<file path="src/cafilt_pkg.sv">
`timescale 1ns / 1ps

package cafilt_pkg;

  // identifier word flags and id masks
  localparam logic [31:0] F_EFF = 32'h8000_0000;
  localparam logic [31:0] F_RTR = 32'h4000_0000;
  localparam logic [31:0] F_ERR = 32'h2000_0000;
  localparam int unsigned SFF_IDS = 2048;
  localparam logic [31:0] M_SFF = 32'(SFF_IDS - 1);
  localparam logic [31:0] M_EFF = 32'h1FFF_FFFF;

  // highest interface number + 1 that a filter may name
  localparam int unsigned NUM_PORTS = 16;

  // results per receive beat at most
  localparam int unsigned RESULT_LIMIT = 32;
  localparam int unsigned MCNT_W = $clog2(RESULT_LIMIT);

  // command codes
  localparam logic [1:0] CMD_RX    = 2'd0;
  localparam logic [1:0] CMD_REG   = 2'd1;
  localparam logic [1:0] CMD_UNREG = 2'd2;
  localparam logic [1:0] CMD_NONE  = 2'd3;

  typedef enum logic [2:0] {
    CL_ERR = 3'd0,
    CL_ALL = 3'd1,
    CL_FIL = 3'd2,
    CL_INV = 3'd3,
    CL_EFF = 3'd4,
    CL_SFF = 3'd5
  } cls_t;

  typedef enum logic [1:0] {
    ST_OK       = 2'd0,
    ST_NOMATCH  = 2'd1,
    ST_FULL     = 2'd2,
    ST_NOTFOUND = 2'd3
  } status_t;

  typedef enum logic [1:0] {
    OP_RX,
    OP_REG,
    OP_UNREG,
    OP_BADPORT
  } op_t;

  typedef enum logic [1:0] {
    S_IDLE,
    S_REG,
    S_SCAN,
    S_FIN
  } state_t;

  // one stored filter
  typedef struct packed {
    cls_t        cls;
    logic [3:0]  port;
    logic [31:0] id;
    logic [31:0] mask;
    logic [7:0]  sub;
  } entry_t;

  // classified item between front and back
  typedef struct packed {
    op_t         op;
    cls_t        cls;
    logic [3:0]  port;
    logic [31:0] id;
    logic [31:0] mask;
    logic [7:0]  sub;
  } item_t;

endpackage

</file>
<file path="src/cafilt_ram.sv">
`timescale 1ns / 1ps

module cafilt_ram #(
  parameter int WIDTH = 8,
  parameter int DEPTH = 32,
  localparam int AW = (DEPTH > 1) ? $clog2(DEPTH) : 1
) (
  input  logic                  clk,
  input  logic                  we,
  input  logic [AW-1:0]         waddr,
  input  logic [WIDTH-1:0]      wdata,
  input  logic [AW-1:0]         raddr,
  output logic [WIDTH-1:0]      rdata
);

  logic [WIDTH-1:0] mem [DEPTH];

  always_ff @(posedge clk) begin
    if (we) begin
      mem[waddr] <= wdata;
    end
    rdata <= mem[raddr];
  end

endmodule

</file>
<file path="src/cafilt_front.sv">
`timescale 1ns / 1ps

module cafilt_front (
  input  logic                clk,
  input  logic                rst,
  input  logic                in_valid,
  output logic                in_stall,
  input  logic [1:0]          cmd,
  input  logic [3:0]          port,
  input  logic [31:0]         can_id,
  input  logic [31:0]         mask,
  input  logic [7:0]          subscriber,
  output logic                q_push,
  output cafilt_pkg::item_t   q_item,
  input  logic                q_full
);

  logic               fr_valid;
  logic               fr_valid_next;
  cafilt_pkg::item_t  fr_item;
  cafilt_pkg::item_t  cls_item;
  logic               keep;
  logic               accept;
  logic [31:0]        m_norm;
  logic [31:0]        id_norm;
  cafilt_pkg::cls_t   cls;
  logic               bad_port;

  // filter normalisation
  always_comb begin
    m_norm  = '0;
    id_norm = can_id;
    cls     = cafilt_pkg::CL_FIL;
    if ((mask & cafilt_pkg::F_ERR) != '0) begin
      m_norm = mask & cafilt_pkg::M_EFF;
      cls    = cafilt_pkg::CL_ERR;
    end else begin
      if ((mask & cafilt_pkg::F_EFF) != '0) begin
        m_norm = mask & (cafilt_pkg::M_EFF | cafilt_pkg::F_EFF | cafilt_pkg::F_RTR);
      end else begin
        m_norm = mask & (cafilt_pkg::M_SFF | cafilt_pkg::F_RTR);
      end
      id_norm = can_id & m_norm;
      if ((can_id & cafilt_pkg::F_ERR) != '0) begin
        cls = cafilt_pkg::CL_INV;
      end else if (m_norm == '0) begin
        cls = cafilt_pkg::CL_ALL;
      end else if ((id_norm & cafilt_pkg::F_EFF) != '0) begin
        if (m_norm == (cafilt_pkg::M_EFF | cafilt_pkg::F_EFF)) begin
          cls = cafilt_pkg::CL_EFF;
        end
      end else if (m_norm == cafilt_pkg::M_SFF) begin
        cls = cafilt_pkg::CL_SFF;
      end
    end
  end

  assign bad_port = 9'(port) >= 9'(cafilt_pkg::NUM_PORTS);

  always_comb begin
    cls_item.cls  = cls;
    cls_item.port = port;
    cls_item.id   = id_norm;
    cls_item.mask = m_norm;
    cls_item.sub  = subscriber;
    cls_item.op   = cafilt_pkg::OP_RX;
    keep          = 1'b1;
    case (cmd)
      cafilt_pkg::CMD_RX: begin
        cls_item.id   = can_id;
        cls_item.mask = mask;
      end
      cafilt_pkg::CMD_REG: begin
        cls_item.op = bad_port ? cafilt_pkg::OP_BADPORT : cafilt_pkg::OP_REG;
      end
      cafilt_pkg::CMD_UNREG: begin
        cls_item.op = bad_port ? cafilt_pkg::OP_BADPORT : cafilt_pkg::OP_UNREG;
      end
      default: begin
        // unused command: taken and dropped
        keep = 1'b0;
      end
    endcase
  end

  assign in_stall = fr_valid && q_full;
  assign accept   = in_valid && !in_stall;
  assign q_push   = fr_valid && !q_full;
  assign q_item   = fr_item;

  always_comb begin
    fr_valid_next = fr_valid && !q_push;
    if (accept && keep) begin
      fr_valid_next = 1'b1;
    end
  end

  always_ff @(posedge clk) begin
    if (rst) begin
      fr_valid <= 1'b0;
    end else begin
      fr_valid <= fr_valid_next;
    end
  end

  always_ff @(posedge clk) begin
    if (accept && keep) begin
      fr_item <= cls_item;
    end
  end

endmodule

</file>
<file path="src/cafilt_queue.sv">
`timescale 1ns / 1ps

module cafilt_queue (
  input  logic               clk,
  input  logic               rst,
  input  logic               push,
  input  cafilt_pkg::item_t  push_item,
  output logic               full,
  output logic               head_valid,
  output cafilt_pkg::item_t  head_item,
  input  logic               pop
);

  cafilt_pkg::item_t mem [2];
  logic       wr_ptr;
  logic       rd_ptr;
  logic [1:0] cnt;

  assign full       = cnt == 2'd2;
  assign head_valid = cnt != 2'd0;
  assign head_item  = mem[rd_ptr];

  always_ff @(posedge clk) begin
    if (rst) begin
      wr_ptr <= 1'b0;
      rd_ptr <= 1'b0;
      cnt    <= 2'd0;
    end else begin
      if (push) begin
        wr_ptr <= ~wr_ptr;
      end
      if (pop) begin
        rd_ptr <= ~rd_ptr;
      end
      cnt <= cnt + 2'(push) - 2'(pop);
    end
  end

  always_ff @(posedge clk) begin
    if (push) begin
      mem[wr_ptr] <= push_item;
    end
  end

endmodule

</file>
<file path="src/cafilt_back.sv">
`timescale 1ns / 1ps

module cafilt_back #(
  parameter int NUM_FILTERS = 32
) (
  input  logic               clk,
  input  logic               rst,
  input  logic               q_valid,
  input  cafilt_pkg::item_t  q_item,
  output logic               q_pop,
  output logic               out_valid,
  input  logic               out_stall,
  output logic [1:0]         status,
  output logic [7:0]         subscriber_out,
  output logic [4:0]         slot,
  output logic               last,
  output logic [5:0]         entries_in_use
);

  localparam int SW = (NUM_FILTERS > 1) ? $clog2(NUM_FILTERS) : 1;
  localparam int CW = $clog2(NUM_FILTERS + 1);
  localparam int EW = $bits(cafilt_pkg::entry_t);
  localparam int MW = cafilt_pkg::MCNT_W;
  localparam logic [SW-1:0] LAST_SLOT = SW'(NUM_FILTERS - 1);
  localparam logic [MW-1:0] LAST_MATCH = MW'(cafilt_pkg::RESULT_LIMIT - 1);

  cafilt_pkg::state_t   state, state_next;
  logic [SW-1:0]        ptr, ptr_next;
  logic                 iss_done, iss_done_next;
  logic                 chk_valid, chk_valid_next;
  logic [SW-1:0]        chk_slot, chk_slot_next;
  logic                 pend_valid, pend_valid_next;
  cafilt_pkg::status_t  pend_status, pend_status_next;
  logic [7:0]           pend_sub, pend_sub_next;
  logic [SW-1:0]        pend_slot, pend_slot_next;
  logic [MW-1:0]        mcount, mcount_next;
  logic [NUM_FILTERS-1:0] valid, valid_next;
  logic [CW-1:0]        count, count_next;

  cafilt_pkg::status_t  o_status, o_status_next;
  logic [7:0]           o_sub, o_sub_next;
  logic [4:0]           o_slot, o_slot_next;
  logic                 o_last, o_last_next;
  logic [5:0]           o_count, o_count_next;
  logic                 out_valid_next;
  logic                 load_out;
  logic                 out_free;

  logic                 we;
  logic [SW-1:0]        raddr;
  logic [EW-1:0]        rdata;
  cafilt_pkg::entry_t   rd_entry;
  cafilt_pkg::entry_t   wr_entry;
  logic                 hit;
  logic                 stall;

  cafilt_ram #(
    .WIDTH (EW),
    .DEPTH (NUM_FILTERS)
  ) u_ram (
    .clk   (clk),
    .we    (we),
    .waddr (ptr),
    .wdata (EW'(wr_entry)),
    .raddr (raddr),
    .rdata (rdata)
  );

  assign rd_entry = cafilt_pkg::entry_t'(rdata);

  always_comb begin
    wr_entry.cls  = q_item.cls;
    wr_entry.port = q_item.port;
    wr_entry.id   = q_item.id;
    wr_entry.mask = q_item.mask;
    wr_entry.sub  = q_item.sub;
  end

  function automatic logic rx_match(cafilt_pkg::entry_t e, logic [31:0] f, logic [3:0] p);
    logic r;
    r = 1'b0;
    if (e.port == 4'd0 || e.port == p) begin
      if ((f & cafilt_pkg::F_ERR) != '0) begin
        r = (e.cls == cafilt_pkg::CL_ERR) && ((f & e.mask) != '0);
      end else begin
        case (e.cls)
          cafilt_pkg::CL_ALL: r = 1'b1;
          cafilt_pkg::CL_FIL: r = (f & e.mask) == e.id;
          cafilt_pkg::CL_INV: r = (f & e.mask) != e.id;
          cafilt_pkg::CL_EFF: r = ((f & cafilt_pkg::F_EFF) != '0) && (f == e.id);
          cafilt_pkg::CL_SFF: r = ((f & cafilt_pkg::F_EFF) == '0) &&
                                  ((f & cafilt_pkg::M_SFF) == e.id);
          default:            r = 1'b0;
        endcase
      end
    end
    return r;
  endfunction

  assign out_free = !out_valid || !out_stall;
  assign hit = chk_valid && valid[chk_slot] &&
               ((q_item.op == cafilt_pkg::OP_RX) ? rx_match(rd_entry, q_item.id, q_item.port)
                                                 : (rd_entry == wr_entry));
  assign stall = (q_item.op == cafilt_pkg::OP_RX) && chk_valid && !out_free;

  always_comb begin
    state_next       = state;
    ptr_next         = ptr;
    iss_done_next    = iss_done;
    chk_valid_next   = chk_valid;
    chk_slot_next    = chk_slot;
    pend_valid_next  = pend_valid;
    pend_status_next = pend_status;
    pend_sub_next    = pend_sub;
    pend_slot_next   = pend_slot;
    mcount_next      = mcount;
    valid_next       = valid;
    count_next       = count;
    o_status_next    = o_status;
    o_sub_next       = o_sub;
    o_slot_next      = o_slot;
    o_last_next      = o_last;
    o_count_next     = o_count;
    load_out         = 1'b0;
    q_pop            = 1'b0;
    we               = 1'b0;
    raddr            = chk_slot;

    case (state)
      cafilt_pkg::S_IDLE: begin
        if (q_valid) begin
          ptr_next        = '0;
          iss_done_next   = 1'b0;
          chk_valid_next  = 1'b0;
          pend_valid_next = 1'b0;
          mcount_next     = '0;
          case (q_item.op)
            cafilt_pkg::OP_RX,
            cafilt_pkg::OP_UNREG: state_next = cafilt_pkg::S_SCAN;
            cafilt_pkg::OP_REG:   state_next = cafilt_pkg::S_REG;
            default:              state_next = cafilt_pkg::S_FIN;
          endcase
        end
      end

      cafilt_pkg::S_REG: begin
        if (!valid[ptr]) begin
          we               = 1'b1;
          valid_next[ptr]  = 1'b1;
          count_next       = count + CW'(1);
          pend_valid_next  = 1'b1;
          pend_status_next = cafilt_pkg::ST_OK;
          pend_sub_next    = q_item.sub;
          pend_slot_next   = ptr;
          state_next       = cafilt_pkg::S_FIN;
        end else if (ptr == LAST_SLOT) begin
          state_next = cafilt_pkg::S_FIN;
        end else begin
          ptr_next = ptr + SW'(1);
        end
      end

      cafilt_pkg::S_SCAN: begin
        if (!stall) begin
          raddr = ptr;
          if (!iss_done) begin
            ptr_next      = (ptr == LAST_SLOT) ? ptr : ptr + SW'(1);
            iss_done_next = ptr == LAST_SLOT;
          end
          chk_valid_next = !iss_done;
          chk_slot_next  = ptr;
          if (chk_valid && chk_slot == LAST_SLOT) begin
            state_next = cafilt_pkg::S_FIN;
          end
          if (hit) begin
            pend_valid_next  = 1'b1;
            pend_status_next = cafilt_pkg::ST_OK;
            pend_slot_next   = chk_slot;
            if (q_item.op == cafilt_pkg::OP_RX) begin
              if (pend_valid) begin
                load_out      = 1'b1;
                o_status_next = pend_status;
                o_sub_next    = pend_sub;
                o_slot_next   = 5'(pend_slot);
                o_last_next   = 1'b0;
                o_count_next  = 6'(count);
              end
              pend_sub_next = rd_entry.sub;
              mcount_next   = mcount + MW'(1);
              if (mcount == LAST_MATCH) begin
                state_next = cafilt_pkg::S_FIN;
              end
            end else begin
              valid_next[chk_slot] = 1'b0;
              count_next           = count - CW'(1);
              pend_sub_next        = q_item.sub;
              state_next           = cafilt_pkg::S_FIN;
            end
          end
        end
      end

      cafilt_pkg::S_FIN: begin
        if (out_free) begin
          load_out     = 1'b1;
          q_pop        = 1'b1;
          o_last_next  = 1'b1;
          o_count_next = 6'(count);
          if (pend_valid) begin
            o_status_next = pend_status;
            o_sub_next    = pend_sub;
            o_slot_next   = 5'(pend_slot);
          end else begin
            o_sub_next  = q_item.sub;
            o_slot_next = '0;
            case (q_item.op)
              cafilt_pkg::OP_RX: begin
                o_status_next = cafilt_pkg::ST_NOMATCH;
                o_sub_next    = '0;
              end
              cafilt_pkg::OP_REG: o_status_next = cafilt_pkg::ST_FULL;
              default:            o_status_next = cafilt_pkg::ST_NOTFOUND;
            endcase
          end
          state_next = cafilt_pkg::S_IDLE;
        end
      end

      default: begin
        state_next = cafilt_pkg::S_IDLE;
      end
    endcase

    out_valid_next = load_out || (out_valid && out_stall);
  end

  always_ff @(posedge clk) begin
    if (rst) begin
      state     <= cafilt_pkg::S_IDLE;
      iss_done  <= 1'b0;
      chk_valid <= 1'b0;
      pend_valid <= 1'b0;
      mcount    <= '0;
      valid     <= '0;
      count     <= '0;
      out_valid <= 1'b0;
    end else begin
      state      <= state_next;
      iss_done   <= iss_done_next;
      chk_valid  <= chk_valid_next;
      pend_valid <= pend_valid_next;
      mcount     <= mcount_next;
      valid      <= valid_next;
      count      <= count_next;
      out_valid  <= out_valid_next;
    end
  end

  always_ff @(posedge clk) begin
    ptr         <= ptr_next;
    chk_slot    <= chk_slot_next;
    pend_status <= pend_status_next;
    pend_sub    <= pend_sub_next;
    pend_slot   <= pend_slot_next;
    o_status    <= o_status_next;
    o_sub       <= o_sub_next;
    o_slot      <= o_slot_next;
    o_last      <= o_last_next;
    o_count     <= o_count_next;
  end

  assign status         = o_status;
  assign subscriber_out = o_sub;
  assign slot           = o_slot;
  assign last           = o_last;
  assign entries_in_use = o_count;

endmodule

</file>
<file path="src/can_id_acceptance_filter_table.sv">
`timescale 1ns / 1ps

// CAN identifier acceptance filter table. Each input beat is a receive (cmd 0),
// a register (cmd 1) or an unregister (cmd 2); cmd 3 is taken and dropped.
// Register scans up from slot 0 and stores the normalised filter in the
// lowest free slot. Unregister and receive walk the filter RAM one slot
// per cycle through its single read port; a receive also holds its scan
// for as long as a result beat waits on a stalled output. Every item
// gives one result beat, or one per match for a receive (up to
// RESULT_LIMIT; no match gives a single beat with status 1), the final
// beat marked by last. A front stage classifies beats into a two-deep
// queue, so input is taken while the back end scans. Filter storage
// needs no clearing pass after reset: the valid bits are flip-flops
// cleared by rst.
module can_id_acceptance_filter_table #(
  parameter int NUM_FILTERS = 32
) (
  input  logic        clk,
  input  logic        rst,
  // input beats
  input  logic        in_valid,
  output logic        in_stall,
  input  logic [1:0]  cmd,
  input  logic [3:0]  port,
  input  logic [31:0] can_id,
  input  logic [31:0] mask,
  input  logic [7:0]  subscriber,
  // result beats
  output logic        out_valid,
  input  logic        out_stall,
  output logic [1:0]  status,
  output logic [7:0]  subscriber_out,
  output logic [4:0]  slot,
  output logic        last,
  output logic [5:0]  entries_in_use
);

  // classified beat from the front stage into the queue
  logic              q_push;
  logic              q_full;
  cafilt_pkg::item_t q_in_item;

  // queue head seen by the scan engine
  logic              q_valid;
  logic              q_pop;
  cafilt_pkg::item_t q_head;

  // front: command decode, port check and filter normalisation
  cafilt_front u_front (
    .clk        (clk),
    .rst        (rst),
    .in_valid   (in_valid),
    .in_stall   (in_stall),
    .cmd        (cmd),
    .port       (port),
    .can_id     (can_id),
    .mask       (mask),
    .subscriber (subscriber),
    .q_push     (q_push),
    .q_item     (q_in_item),
    .q_full     (q_full)
  );

  // short decoupling queue
  cafilt_queue u_queue (
    .clk        (clk),
    .rst        (rst),
    .push       (q_push),
    .push_item  (q_in_item),
    .full       (q_full),
    .head_valid (q_valid),
    .head_item  (q_head),
    .pop        (q_pop)
  );

  // back: filter RAM, valid bits, slot scan and output register
  cafilt_back #(
    .NUM_FILTERS (NUM_FILTERS)
  ) u_back (
    .clk            (clk),
    .rst            (rst),
    .q_valid        (q_valid),
    .q_item         (q_head),
    .q_pop          (q_pop),
    .out_valid      (out_valid),
    .out_stall      (out_stall),
    .status         (status),
    .subscriber_out (subscriber_out),
    .slot           (slot),
    .last           (last),
    .entries_in_use (entries_in_use)
  );

endmodule
</file>
<file path="config.mk">
export PLATFORM = sky130hd
export DESIGN_NAME = can_id_acceptance_filter_table
export DESIGN_NICKNAME = d
export VERILOG_FILES = /design/src/cafilt_pkg.sv /design/src/cafilt_ram.sv /design/src/cafilt_front.sv /design/src/cafilt_queue.sv /design/src/cafilt_back.sv /design/src/can_id_acceptance_filter_table.sv
export SDC_FILE = /design/constraint.sdc
export NUM_CORES = 2
export LEC_CHECK = 0
export BUFFER_PORTS_ARGS = -buffer_cell sky130_fd_sc_hd__buf_2
export CORE_ASPECT_RATIO = 2
export CORE_UTILIZATION = 50
export DETAILED_ROUTE_END_ITERATION = 10
export HOLD_SLACK_MARGIN = 0.02
export PLACE_DENSITY = 0.65
export SKIP_CTS_REPAIR_TIMING = 1
export SYNTH_ARGS = -nofsm -noshare
export SYNTH_HDL_FRONTEND = slang
export SYNTH_HIERARCHICAL = 1
export SYNTH_SLANG_ARGS = --single-unit
</file>
<file path="constraint.sdc">
create_clock -name clk -period 6.7 [get_ports clk]
set_input_delay 2.01 -clock clk [delete_from_list [all_inputs] [get_ports clk]]
set_output_delay 2.01 -clock clk [all_outputs]
set_load 0.01 [all_outputs]
</file>
==> summary.log <==
qor: power_and_ir_drop.power_density 428 nW/um^2
qor: timing.fin_skew 0.0733 ns
qor: global_routing.grt_start_max_net_pins 80
qor: timing.fin_worst_hold_slack 0.445 ns
qor: critical_path.timing.critical_path.required 7.42 ns
qor: yosys.synth.cell_area 114000 sq um
qor: floorplanning.floorplan.rows 247
qor: yosys.synth_top_area_share 74.0%
qor: placed_design.gpl.final_weighted_congestion 0.924
qor: timing.worst_slew_pin_slew 1.48 ns
qor: global_routing.grt_use_total 28.2%
qor: yosys.synth_seq_cells 2950
qor: cts.root_buffer clkbuf_16
qor: timing.clock.fmax 0.191 GHz
qor: route.detailedRoute.firstIterationViolations 7344
qor: yosys.synth-edff-count 2811
qor: finish.final_net_count 6160
qor: power_and_ir_drop.share_comb_of_total_power 32.6%
qor: power_and_ir_drop.clock_power_share 26.2%
qor: route.route.detailed.wl_per_inst 35.4 microns
qor: yosys.postSynth.topFlopCell edfxtp_1
qor: critical_path.setup.reg_to_reg.worst_slack 1.46 ns
qor: timing.timing_max_transition_violations_final 0
qor: min_path.hold_path_class flop to flop
qor: yosys.synthesis.instances 5838
qor: critical_path.endpoint_kind flop
qor: finish.combined_area_of_the_multi_input_logic_cells 25500 sq um
qor: route.drt-total-wl 327 mm
qor: yosys.synth_area_per_inst 19.5 sq um
qor: power_and_ir_drop.internal_power 36.0 mW
qor: global_routing.initial_antenna_violation_count 5
qor: route.drt_pass1_iterations 6
qor: finish.finish.instance_area 127000 sq um
qor: cts.maximum_level_of_the_cts_h_tree 4
qor: placed_design.detailedPlacementHpwl 179 mm
qor: yosys.synth_nets 5938
qor: yosys.post_synth_main_area_contributors edfxtp_1 74%, mux4_2 6.5%, mux2i_1 5.7%, a22oi_1 2.7%, dfxtp_1 2.4%
qor: placed_design.place_area 119000 sq um
qor: finish.drive_gt1_share 18.4%
qor: cts.cts_buffers 244
qor: cts.insertion_delay_to_the_later_sink_of_the_worst_skew_pair 0.93 ns
qor: critical_path.arrival 5.95 ns
qor: cts.tritoncts yes
qor: global_routing.globalRoute.totalOverflow 0
qor: yosys.post_synth_num_cell_types 84
qor: placed_design.port-buffer-count 105
qor: floorplanning.floorplan.die.height 678 microns
qor: route.vias 60400
qor: placed_design.pre_cts_slack 1.32 ns
qor: placed_design.place.detailed.instances 8802
qor: yosys.synth_sequential_area_ratio 76.4%
qor: yosys.yosys-top-cells-count 2811 x edfxtp_1, 650 x mux2i_1, 415 x a22oi_1
qor: floorplanning.boundaryPins 106
qor: timing.fin_crit_sh 78.2%
qor: critical_path.critPathKind flop to flop
qor: critical_path.critPathMaxFanout 33
qor: timing.tns 0 ns
qor: yosys.yosysTopAreaCell edfxtp_1
qor: cts.clkSinkCount 2950
qor: timing.finalCriticalPeriod 5.24 ns
qor: cts.clkTransAtPathRegs 0.07 ns
qor: min_path.timing.hold.worst_path_depth 0
qor: global_routing.first_global_vias 60500
qor: status.status complete, no violations
qor: power_and_ir_drop.net_switching_fraction_of_the_power 33.8%
qor: timing.fin_ws 1.46 ns
qor: floorplanning.floorplan.initialDensity 50.4%
qor: floorplanning.die_x 340 microns
qor: cts.clock_path_buffers 4
qor: floorplanning.design.core.area 227000 sq um
qor: min_path.timing.hold.worst_endpoint u_queue/mem[1][38]
qor: yosys.synth.most_common_cell edfxtp_1
qor: timing.final_hold_viol_count 0
qor: critical_path.worstRegToRegCells 10
qor: finish.seq_area 87200 sq um
qor: timing.setup_viol 0
qor: route.detail_route.drc_violations 0
qor: yosys.postSynth.asyncResetShare 0%
qor: timing.worst_slew_margin_rel 1.39%
qor: route.route.detailed.vias_per_inst 6.53
qor: job.drv.max_cap_violation_count 0
qor: timing.rsz0062_at_grt false
qor: route.final_antenna_net_count 0
qor: critical_path.regToRegEndpoint u_back/valid[20]
qor: critical_path.element_type_at_the_critical_path_start flop
qor: power_and_ir_drop.power.static_leakage 40.6 nW
qor: power_and_ir_drop.pwr-share-seq 41.2%
qor: power_and_ir_drop.max-vdd-ir-drop 518 uV
qor: finish.synthToLayoutAreaGrowth 11.4%
qor: finish.instances_no_fill 9258
qor: floorplanning.die-area 230000 sq um
qor: global_routing.first_pass_grt_wire_length 455 mm
qor: min_path.min_from u_front/q_item[38]
qor: yosys.number_of_synthesis_warnings 6
qor: finish.fillers 16800
qor: power_and_ir_drop.switchingPower 18.4 mW
## worst max-delay path: stages (launching register included)
cell	delay (ns)
dfxtp_4	0.62
buf_12	0.26
mux2_4	0.46
xnor2_1	0.72
nand4_1	0.24
nor4b_1	0.36
nand3_1	0.26
nor4_4	0.54
nand4_2	0.73
o311ai_0	0.64
o21ai_0	0.16
## kinds of logic (layout without fill, tap and decap cells)
| kind of cell | count (synthesis) | in the layout | share of synthesized area (%) |
|---|---|---|---|
| XOR/XNOR | 90 | 90 | 0.703 |
| multiplexers | 1078 | 1078 | 13.4 |
| buffers and inverters | 325 | 754 | 1.59 |
| adder cells (fa/ha/maj) | 18 | 18 | 0.204 |
| other | 0 | 3 | 0 |
| AO/OA/AOI/OAI | 735 | 735 | 4.67 |
| flip-flops | 2950 | 2950 | 76.4 |
| AND/OR/NAND/NOR | 642 | 642 | 2.99 |
## area by class of cell
type	instances	share of cell area, %
sequential	2950	68.6
tap	2988	2.94
timing repair buffer	280	2.15
multi-input combinational	2563	20.1
clock buffer	303	5.09
antenna	3	0.00590
clock inverter	150	1.10
inverter	21	0.0620
## sequential cells by signal, summed over array words and instances, names as in the netlist, 6 cells and up, named ones only
| name | cells |
|---|---|
| u_back/entries_in_use | 6 |
| u_front/q_item | 81 |
| u_back/pend_sub | 8 |
| u_queue/mem | 162 |
| u_back/count | 6 |
| u_back/u_ram/mem | 2528 |
| u_back/valid | 32 |
| u_back/u_ram/rdata | 79 |
| u_back/subscriber_out | 8 |
## metal layers
metal / vias to the layer above / GRT usage [%] / wire, microns
met1: 32000 / 33.8 / 112000
met5: - / 0 / 0
met3: 796 / 3.95 / 26600
met2: 3243 / 49.6 / 169000
met4: 0 / 14.4 / 19200
li1: 24400 / - / -
## power by group through the flow
stage	Sequential (mW)	Combinational [mW]	Clock, mW
2_1_floorplan	22.0	12.0	0
3_5_place_dp	22.8	17.6	0
4_1_cts	22.4	17.7	14.4
3_3_place_gp	22.8	17.4	0
6_report	22.4	17.7	14.3
5_1_grt	22.4	18.5	15.1
## how the worst max path moves through the flow
stage / from / to / slack [ns] / cells past startpoint
CTS: flop / u_back/valid[20] / 1.64 / 10
finish: flop / u_back/valid[20] / 1.46 / 10
global placement: out_stall / u_back/u_ram/rdata[61] / 1.35 / 10
global route: flop / u_back/valid[4] / 1.42 / 10
detailed placement: out_stall / u_back/u_ram/rdata[61] / 1.32 / 10
floorplan: u_back/ptr[0] / u_back/u_ram/mem[12][0] / 0.50 / 8
## through the flow
stage | util (%) | power [mW]
2_1_floorplan | - | 34.0
3_3_place_gp | 52.7 | 40.2
3_5_place_dp | 52.7 | 40.4
4_1_cts | 56.1 | 54.5
5_1_grt | 56.1 | 55.9
6_report | 56.1 | 54.4
## cells in the final DEF (no fill, tap or decap), types with 101 or more instances in the layout
cell type,count
dfxtp_1,138
edfxtp_1,2811
a22oi_1,414
nand2_1,101
mux2i_1,650
clkbuf_16,247
buf_4,104
nand3_1,177
buf_2,105
mux4_2,329
Power figures use the tool's default switching activity.
